### src/rtl/tjdq_pkg.sv
// ----------------------------------------------------------------------------
// tjdq_pkg
// Types and codes shared by the typed job dispatch queue.
// ----------------------------------------------------------------------------
package tjdq_pkg;

    localparam int TAG_W   = 16;
    localparam int CLASS_W = 8;
    localparam int CNT_W   = 5;

    typedef enum logic [2:0] {
        REQ_SUBMIT   = 3'd0,
        REQ_CLAIM    = 3'd1,
        REQ_COMPLETE = 3'd2,
        REQ_RETRIEVE = 3'd3,
        REQ_RET_ALL  = 3'd4,
        REQ_FLUSH    = 3'd5
    } req_code_t;

    typedef enum logic [1:0] {
        ST_OK      = 2'd0,
        ST_REFUSED = 2'd1,
        ST_NONE    = 2'd2,
        ST_FULL    = 2'd3
    } status_t;

    typedef enum logic [1:0] {
        L_WAIT = 2'd0,
        L_BUSY = 2'd1,
        L_DONE = 2'd2
    } list_sel_t;

    typedef enum logic [2:0] {
        S_IDLE,
        S_SCAN_RD,
        S_SCAN_CHK,
        S_SHIFT_RD,
        S_SHIFT_WR,
        S_RALL_RD,
        S_RALL_CHK,
        S_OUT
    } state_t;

    typedef struct packed {
        logic [2:0]         req_type;
        logic [TAG_W-1:0]   job_tag;
        logic [CLASS_W-1:0] job_class;
        logic [CLASS_W-1:0] worker_class;
    } req_t;

    typedef struct packed {
        logic [1:0]         status;
        logic [TAG_W-1:0]   out_tag;
        logic [CLASS_W-1:0] out_class;
        logic               last;
        logic [CNT_W-1:0]   queued_count;
        logic [CNT_W-1:0]   executing_count;
        logic [CNT_W-1:0]   completed_count;
    } rsp_t;

endpackage

### src/rtl/tjdq_ram.sv
// ----------------------------------------------------------------------------
// tjdq_ram
// Generic single-write, single-read RAM with registered read data.
// ----------------------------------------------------------------------------
module tjdq_ram #(
    parameter int WIDTH = 16,
    parameter int DEPTH = 16
) (
    input  logic                     aclk,
    input  logic                     we,
    input  logic [$clog2(DEPTH)-1:0] waddr,
    input  logic [WIDTH-1:0]         wdata,
    input  logic [$clog2(DEPTH)-1:0] raddr,
    output logic [WIDTH-1:0]         rdata
);

    logic [WIDTH-1:0] mem [DEPTH];
    logic [WIDTH-1:0] rdata_reg;

    always_ff @(posedge aclk) begin
        if (we) begin
            mem[waddr] <= wdata;
        end
        rdata_reg <= mem[raddr];
    end

    assign rdata = rdata_reg;

endmodule

### src/rtl/typed_job_dispatch_queue_top.sv
// ----------------------------------------------------------------------------
// typed_job_dispatch_queue_top
// Three ordered job lists (queued, executing, completed) behind one sequencer.
// ----------------------------------------------------------------------------
// Use: a request (s_valid/s_ready, s_data) carries submit, claim, complete,
// retrieve, retrieve-all or flush. Each request yields one result on
// m_valid/m_ready, or one per completed job for retrieve-all; m_data.last
// marks the final one. cfg_valid/cfg_ready/cfg_data writes the running bit.
// Only one request is in flight: s_ready is high only while idle.
// Submit, flush and refusals go straight to the result. Claim and complete
// scan the list one entry at a time via a read and a check state (one RAM
// read port), then close the gap, moving each later entry via a read and a
// write state. Retrieve shifts likewise; retrieve-all has a read and a
// check state per result. Counts reported are list fills after the request.
// Reset clears all fills and running; list contents need no clearing.
// A stalled receiver holds the sequencer in its output state; no request
// is taken until the last result has gone.
// ----------------------------------------------------------------------------
module typed_job_dispatch_queue_top #(
    parameter int LIST_DEPTH = 16
) (
    input  logic           aclk,
    input  logic           aresetn,
    input  logic           s_valid,
    output logic           s_ready,
    input  tjdq_pkg::req_t s_data,
    output logic           m_valid,
    input  logic           m_ready,
    output tjdq_pkg::rsp_t m_data,
    input  logic           cfg_valid,
    output logic           cfg_ready,
    input  logic           cfg_data
);
    import tjdq_pkg::*;

    localparam int AW = $clog2(LIST_DEPTH);
    localparam int FW = $clog2(LIST_DEPTH + 1);
    localparam logic [FW-1:0] FULL = FW'(LIST_DEPTH);

    state_t             state_reg, state_next;
    list_sel_t          sel_reg, sel_next;
    logic [2:0]         op_reg, op_next;
    logic [TAG_W-1:0]   tag_reg, tag_next;
    logic [CLASS_W-1:0] wcls_reg, wcls_next;
    logic [FW-1:0]      idx_reg, idx_next, n_reg, n_next;
    logic [FW-1:0]      wfill_reg, wfill_next, bfill_reg, bfill_next, dfill_reg, dfill_next;
    logic               running_reg;
    logic [1:0]         rst_reg, rst_next;
    logic [TAG_W-1:0]   rtag_reg, rtag_next;
    logic [CLASS_W-1:0] rcls_reg, rcls_next;
    logic               rlast_reg, rlast_next;

    logic               w_we, b_we, d_we;
    logic [AW-1:0]      w_waddr, b_waddr, d_waddr, raddr;
    logic [TAG_W-1:0]   w_wtag, b_wtag, d_wtag, w_rtag, b_rtag, d_rtag, cur_tag;
    logic [CLASS_W-1:0] w_wcls, w_rcls;
    logic [FW-1:0]      cur_fill, idx_inc;
    logic               match;

    tjdq_ram #(.WIDTH(TAG_W), .DEPTH(LIST_DEPTH)) u_wait_tag (
        .aclk(aclk), .we(w_we), .waddr(w_waddr), .wdata(w_wtag),
        .raddr(raddr), .rdata(w_rtag));
    tjdq_ram #(.WIDTH(CLASS_W), .DEPTH(LIST_DEPTH)) u_wait_cls (
        .aclk(aclk), .we(w_we), .waddr(w_waddr), .wdata(w_wcls),
        .raddr(raddr), .rdata(w_rcls));
    tjdq_ram #(.WIDTH(TAG_W), .DEPTH(LIST_DEPTH)) u_busy_tag (
        .aclk(aclk), .we(b_we), .waddr(b_waddr), .wdata(b_wtag),
        .raddr(raddr), .rdata(b_rtag));
    tjdq_ram #(.WIDTH(TAG_W), .DEPTH(LIST_DEPTH)) u_done_tag (
        .aclk(aclk), .we(d_we), .waddr(d_waddr), .wdata(d_wtag),
        .raddr(raddr), .rdata(d_rtag));

    assign idx_inc   = idx_reg + FW'(1);
    assign s_ready   = (state_reg == S_IDLE);
    assign m_valid   = (state_reg == S_OUT);
    assign cfg_ready = 1'b1;

    always_comb begin
        m_data.status          = rst_reg;
        m_data.out_tag         = rtag_reg;
        m_data.out_class       = rcls_reg;
        m_data.last            = rlast_reg;
        m_data.queued_count    = CNT_W'(wfill_reg);
        m_data.executing_count = CNT_W'(bfill_reg);
        m_data.completed_count = CNT_W'(dfill_reg);
    end

    always_comb begin
        case (sel_reg)
            L_WAIT:  begin cur_tag = w_rtag; cur_fill = wfill_reg; end
            L_BUSY:  begin cur_tag = b_rtag; cur_fill = bfill_reg; end
            default: begin cur_tag = d_rtag; cur_fill = dfill_reg; end
        endcase
        case (op_reg)
            REQ_CLAIM:    match = (w_rcls & wcls_reg) != '0;
            REQ_COMPLETE: match = (b_rtag == tag_reg);
            default:      match = 1'b1;
        endcase
    end

    always_ff @(posedge aclk) begin
        if (!aresetn) begin
            state_reg   <= S_IDLE;
            running_reg <= 1'b0;
            wfill_reg   <= '0;
            bfill_reg   <= '0;
            dfill_reg   <= '0;
        end else begin
            state_reg <= state_next;
            wfill_reg <= wfill_next;
            bfill_reg <= bfill_next;
            dfill_reg <= dfill_next;
            if (cfg_valid && cfg_ready) begin
                running_reg <= cfg_data;
            end
        end
    end

    always_ff @(posedge aclk) begin
        sel_reg  <= sel_next;
        op_reg   <= op_next;
        tag_reg  <= tag_next;
        wcls_reg <= wcls_next;
        idx_reg  <= idx_next;
        n_reg    <= n_next;
        rst_reg  <= rst_next;
        rtag_reg <= rtag_next;
        rcls_reg <= rcls_next;
        rlast_reg <= rlast_next;
    end

    always_comb begin
        state_next = state_reg;
        sel_next   = sel_reg;
        op_next    = op_reg;
        tag_next   = tag_reg;
        wcls_next  = wcls_reg;
        idx_next   = idx_reg;
        n_next     = n_reg;
        wfill_next = wfill_reg;
        bfill_next = bfill_reg;
        dfill_next = dfill_reg;
        rst_next   = rst_reg;
        rtag_next  = rtag_reg;
        rcls_next  = rcls_reg;
        rlast_next = rlast_reg;
        raddr      = idx_reg[AW-1:0];
        w_we = 1'b0; w_waddr = wfill_reg[AW-1:0]; w_wtag = tag_reg; w_wcls = s_data.job_class;
        b_we = 1'b0; b_waddr = bfill_reg[AW-1:0]; b_wtag = w_rtag;
        d_we = 1'b0; d_waddr = dfill_reg[AW-1:0]; d_wtag = tag_reg;

        case (state_reg)
            S_IDLE: begin
                if (s_valid) begin
                    op_next    = s_data.req_type;
                    tag_next   = s_data.job_tag;
                    wcls_next  = s_data.worker_class;
                    idx_next   = '0;
                    rst_next   = ST_OK;
                    rtag_next  = '0;
                    rcls_next  = '0;
                    rlast_next = 1'b1;
                    state_next = S_OUT;
                    case (s_data.req_type)
                        REQ_SUBMIT: begin
                            if (!running_reg || s_data.job_tag == '0) begin
                                rst_next = ST_REFUSED;
                            end else if (wfill_reg >= FULL) begin
                                rst_next = ST_FULL;
                            end else begin
                                w_we       = 1'b1;
                                w_wtag     = s_data.job_tag;
                                wfill_next = wfill_reg + FW'(1);
                            end
                        end
                        REQ_CLAIM: begin
                            sel_next   = L_WAIT;
                            state_next = S_SCAN_RD;
                        end
                        REQ_COMPLETE: begin
                            if (s_data.job_tag == '0) begin
                                rst_next = ST_REFUSED;
                            end else begin
                                sel_next   = L_BUSY;
                                state_next = S_SCAN_RD;
                            end
                        end
                        REQ_RETRIEVE: begin
                            if (!running_reg) begin
                                rst_next = ST_REFUSED;
                            end else if (dfill_reg == '0) begin
                                rst_next = ST_NONE;
                            end else begin
                                sel_next   = L_DONE;
                                state_next = S_SCAN_RD;
                            end
                        end
                        REQ_RET_ALL: begin
                            if (!running_reg) begin
                                rst_next = ST_REFUSED;
                            end else if (dfill_reg == '0) begin
                                rst_next = ST_NONE;
                            end else begin
                                n_next     = dfill_reg;
                                dfill_next = '0;
                                state_next = S_RALL_RD;
                            end
                        end
                        REQ_FLUSH: begin
                            wfill_next = '0;
                            bfill_next = '0;
                            dfill_next = '0;
                        end
                        default: rst_next = ST_REFUSED;
                    endcase
                end
            end
            S_SCAN_RD: begin
                if (idx_reg >= cur_fill) begin
                    rst_next   = ST_NONE;
                    state_next = S_OUT;
                end else begin
                    state_next = S_SCAN_CHK;
                end
            end
            S_SCAN_CHK: begin
                if (!match) begin
                    idx_next   = idx_inc;
                    state_next = S_SCAN_RD;
                end else if (op_reg == REQ_CLAIM) begin
                    if (bfill_reg >= FULL) begin
                        rst_next   = ST_FULL;
                        state_next = S_OUT;
                    end else begin
                        b_we       = 1'b1;
                        rtag_next  = w_rtag;
                        rcls_next  = w_rcls;
                        state_next = S_SHIFT_RD;
                    end
                end else if (op_reg == REQ_COMPLETE) begin
                    if (dfill_reg >= FULL) begin
                        rst_next   = ST_FULL;
                        state_next = S_OUT;
                    end else begin
                        d_we       = 1'b1;
                        state_next = S_SHIFT_RD;
                    end
                end else begin
                    rtag_next  = d_rtag;
                    state_next = S_SHIFT_RD;
                end
            end
            S_SHIFT_RD: begin
                raddr = idx_inc[AW-1:0];
                if (idx_inc >= cur_fill) begin
                    state_next = S_OUT;
                    case (sel_reg)
                        L_WAIT: begin
                            wfill_next = wfill_reg - FW'(1);
                            bfill_next = bfill_reg + FW'(1);
                        end
                        L_BUSY: begin
                            bfill_next = bfill_reg - FW'(1);
                            dfill_next = dfill_reg + FW'(1);
                        end
                        default: dfill_next = dfill_reg - FW'(1);
                    endcase
                end else begin
                    state_next = S_SHIFT_WR;
                end
            end
            S_SHIFT_WR: begin
                w_waddr = idx_reg[AW-1:0];
                b_waddr = idx_reg[AW-1:0];
                d_waddr = idx_reg[AW-1:0];
                w_wtag  = cur_tag;
                w_wcls  = w_rcls;
                b_wtag  = cur_tag;
                d_wtag  = cur_tag;
                w_we    = (sel_reg == L_WAIT);
                b_we    = (sel_reg == L_BUSY);
                d_we    = (sel_reg == L_DONE);
                idx_next   = idx_inc;
                state_next = S_SHIFT_RD;
            end
            S_RALL_RD: state_next = S_RALL_CHK;
            S_RALL_CHK: begin
                rtag_next  = d_rtag;
                rlast_next = (idx_inc == n_reg);
                state_next = S_OUT;
            end
            S_OUT: begin
                if (m_ready) begin
                    if (op_reg == REQ_RET_ALL && !rlast_reg) begin
                        idx_next   = idx_inc;
                        state_next = S_RALL_RD;
                    end else begin
                        state_next = S_IDLE;
                    end
                end
            end
            default: state_next = S_IDLE;
        endcase
    end

    // checks
    a_fill_bound: assert property (@(posedge aclk) disable iff (!aresetn)
        wfill_reg <= FULL && bfill_reg <= FULL && dfill_reg <= FULL)
        else $error("list fill beyond depth");
    a_one_side: assert property (@(posedge aclk) disable iff (!aresetn)
        !(s_ready && m_valid))
        else $error("request taken while result pending");
    a_chk_after_rd: assert property (@(posedge aclk) disable iff (!aresetn)
        state_reg == S_SCAN_CHK |-> $past(state_reg) == S_SCAN_RD)
        else $error("compare without a read");
    a_fill_idle: assert property (@(posedge aclk) disable iff (!aresetn)
        state_reg == S_OUT |=> $stable(wfill_reg) && $stable(bfill_reg))
        else $error("fills moved while result shown");

endmodule
### config.mk
export PLATFORM = sky130hd
export DESIGN_NAME = typed_job_dispatch_queue_top
export DESIGN_NICKNAME = d
export VERILOG_FILES = /design/src/rtl/tjdq_pkg.sv /design/src/rtl/tjdq_ram.sv /design/src/rtl/typed_job_dispatch_queue_top.sv
export SDC_FILE = /design/constraint.sdc
export NUM_CORES = 1
export LEC_CHECK = 0
export ABC_AREA = 1
export BUFFER_PORTS_ARGS = -buffer_cell sky130_fd_sc_hd__clkbuf_2
export CAP_MARGIN = 5
export CELL_PAD_IN_SITES_DETAIL_PLACEMENT = 1
export CELL_PAD_IN_SITES_GLOBAL_PLACEMENT = 2
export CORE_MARGIN = 2
export CORE_UTILIZATION = 35
export CTS_BUF_LIST = sky130_fd_sc_hd__clkbuf_8
export DETAILED_ROUTE_END_ITERATION = 10
export GPL_TIMING_DRIVEN = 0
export PLACE_DENSITY = 0.65
export SETUP_SLACK_MARGIN = 0.4
export SLEW_MARGIN = 20
export SYNTH_ARGS = -nofsm -noshare
export SYNTH_HDL_FRONTEND = slang
export SYNTH_SLANG_ARGS = --single-unit
### constraint.sdc
create_clock -name aclk -period 3.45 [get_ports aclk]
set_clock_uncertainty 0.05 [all_clocks]
set_input_delay 0.69 -clock aclk [delete_from_list [all_inputs] [get_ports aclk]]
set_output_delay 0.69 -clock aclk [all_outputs]
set_load 0.03 [all_outputs]
==> run metrics <==
number of flops mapped to enable cells by yosys=962; crit path time final=3130 ps; top flop regs=u_busy_tag.mem (256), u_done_tag.mem (256), u_wait_tag.mem (256); TritonRoute pass-1 iters=6; Req. time, crit path=4160 ps; CP Capture Type=flop; Slew @ Worst Pin=955 ps; Fill cells=12614; Total Wirelength=176 mm; Area Growth Syn to Fin=23.4%; Max Clock Freq=319 MHz; RSZ-0062 raised after global routing=yes; pre-CTS worst setup slack=-891 ps; Slew Viols, Final=0; hpwl dp=120 mm; Die X=350 µm; H-tree lvl count=4; worst skew pair latency=900 ps; largest net degree at the start of global routing=18; Worst EP arrival=3850 ps; first-pass GRT wire length=242 mm; setup ws final=316 ps; initial antenna violation count=13; syn avg cell area=12.5 µm²; Netlist cell types=48; commonest non-fill, non-tap cell in the layout=edfxtp_1; Setup-failing EPs final=0; most used flip-flop cell after synthesis=edfxtp_1; logic gate share of total power=43.9%; RR Startpoint=idx_reg[0]; Async SR Flop Fraction=0%; GR Util All Layers=28.5%; Hold Path Class=primary input to flop; Final Hold Viols=0; outcome=completed; synthesized area=42000 µm²; reg2reg setup slack=320 ps; crit share post-route=90.8%; clk sinks=1037; clock share of power=22.1%; Ys Warns=0; VDD IR-drop max=0.531 mV; number of max-cap violations=0; Buffers on Ports=84; die extent in y=350 µm; Final Core Density=43.4%; Wirelength per Cell=31.5 µm; Final Net Count=3872; crit path from=idx_reg[0]; CP Class=flop to flop; switching power=23.1 mW; CTS tree=done; final RePlAce weighted congestion=0.895; Initial Util=35.2%; most frequent cells in the layout=edfxtp_1, nor2_1, o21ai_0; Reg clk slew, reported paths=60 ps; crit start category=flop; sequential-to-total area share from yosys stat=72.3%; max_slew headroom=36.3%; Syn Inst Count=3362; vias in the first global route=31642; vias per cell=5.59; CP endpoint=u_busy_tag.rdata[5]; synthesis-stage register bit count=1037; LEAKAGE=18.2 nW; Post-DRT Antenna Nets=0; Reg power frac=34.0%; Site Rows=127; via count=31251; total gr overflow=0; num ports=86; CTS buffer count=180; post-synthesis net count=3419; worst hold margin=74.9 ps; R2R depth=9; final total negative setup slack=0 ps; layout cell share with drive strength beyond 1=21.2%; floorplan core area=119000 µm²; DRC=0; die area=123000 µm²; RR Endpoint=u_busy_tag.rdata[5]; crit-path max FO=10; Root Driver=clkbuf_8; pwr dens=976 nW/µm²; internal power=27.5 mW; Max clock buf depth=3; initial drt markers=3485; Switching Share=45.6%
## power by group through the flow
stage | logic [mW] | clock network, mW | registers [mW]
floorplan | 10.3 | 0 | 17.5
global placement | 20.2 | 0 | 17.6
detailed placement | 21.2 | 0 | 17.4
CTS | 21.7 | 11.3 | 17.2
global route | 23.4 | 11.9 | 17.2
finish | 22.2 | 11.2 | 17.2
## worst min path at each step
stage / from / end / slack (ps) / depth (start not counted)
after global routing: aresetn / wfill_reg[0] / 50 / 3
final: aresetn / wfill_reg[0] / 70 / 3
after global placement: dfill_reg[3] / n_reg[3] / 520 / 0
after CTS: aresetn / wfill_reg[0] / 0.2 / 3
after floorplan: u_wait_cls.rdata[0] / rcls_reg[0] / 490 / 2
after detailed placement: dfill_reg[3] / n_reg[3] / 530 / 0
## cells by family (layout without fill, tap and decap cells)
group,after synthesis,after routing,synth area share [%]
buf+inv,378,985,3.99
fa+ha+maj,16,16,0.512
other cells,1,7,0.00893
flops,1037,1037,72.3
compound gates,935,935,13.5
xor+xnor,17,17,0.372
simple gates,978,978,9.31
## area by class of cell
cell class / count / area [µm²] / area share, %
Buffer: 213 / 1180 / 2.27
Clock buffer: 203 / 2790 / 5.39
Sequential cell: 1037 / 30400 / 58.6
Antenna cell: 6 / 15.0 / 0.0290
Tap cell: 1612 / 2020 / 3.89
Timing Repair Buffer: 271 / 3240 / 6.24
Inverter: 165 / 641 / 1.24
Multi-Input combinational cell: 1947 / 10900 / 20.9
Clock inverter: 133 / 731 / 1.41
## critical path: stages (launching register included)
cell	delay (ps)
edfxtp_1	510
ha_1	300
xor2_2	300
nand2_1	110
o21ai_2	220
inv_2	140
buf_2	280
clkbuf_1	410
o211ai_1	560
nand2_1	100
## synthesized netlist by cell type, types with 4 or more instances
cell / instances / share of area (%)
buf_4: 12 / 0.21
inv_2: 6 / 0.054
xor2_1: 8 / 0.17
xnor2_1: 8 / 0.17
o211ai_1: 79 / 1.4
buf_1: 5 / 0.045
a21oi_1: 38 / 0.45
nor3_1: 6 / 0.071
dfxtp_1: 75 / 3.6
edfxtp_1: 962 / 69
o21ai_1: 22 / 0.26
clkbuf_1: 70 / 0.63
nand4_1: 11 / 0.16
clkbuf_2: 10 / 0.12
nor2_1: 577 / 5.2
or2_2: 8 / 0.12
nand3_1: 94 / 1.1
o22ai_1: 102 / 1.5
buf_2: 108 / 1.3
clkinv_1: 4 / 0.036
buf_6: 8 / 0.21
ha_1: 14 / 0.42
nand2_1: 268 / 2.4
o21ai_0: 517 / 6.2
o221ai_1: 158 / 3.3
inv_1: 153 / 1.4
## metrics by stage
| stage | power, mW | cells | instance area (µm²) |
|---|---|---|---|
| after CTS | 50.2 | 5569 | 51500 |
| after global routing | 52.5 | 5583 | 51800 |
| after global placement | 37.8 | 5058 | 44500 |
| after detailed placement | 38.7 | 5123 | 46200 |
| after floorplan | 27.8 | 3362 | 42000 |
| final | 50.6 | 5587 | 51900 |
## per-layer routing
layer / GRT usage, % / wire length (µm) / vias up
met2: 45.4 / 81400 / 1430
met3: 5.26 / 14000 / 329
met4: 11.3 / 7050 / 4
met5: 0 / 36 / -
li1: - / - / 13417
met1: 38.6 / 73500 / 16071
## repair_timing
action,CTS,global route
hold buffers,30,0
pin swaps,51,15
endpoints found under the setup margin,1642,1298
buffers inserted,80,10
gates cloned,0,2
endpoints found under the hold margin,29,0
resized for setup,95,102
Power figures use the tool's default switching activity.
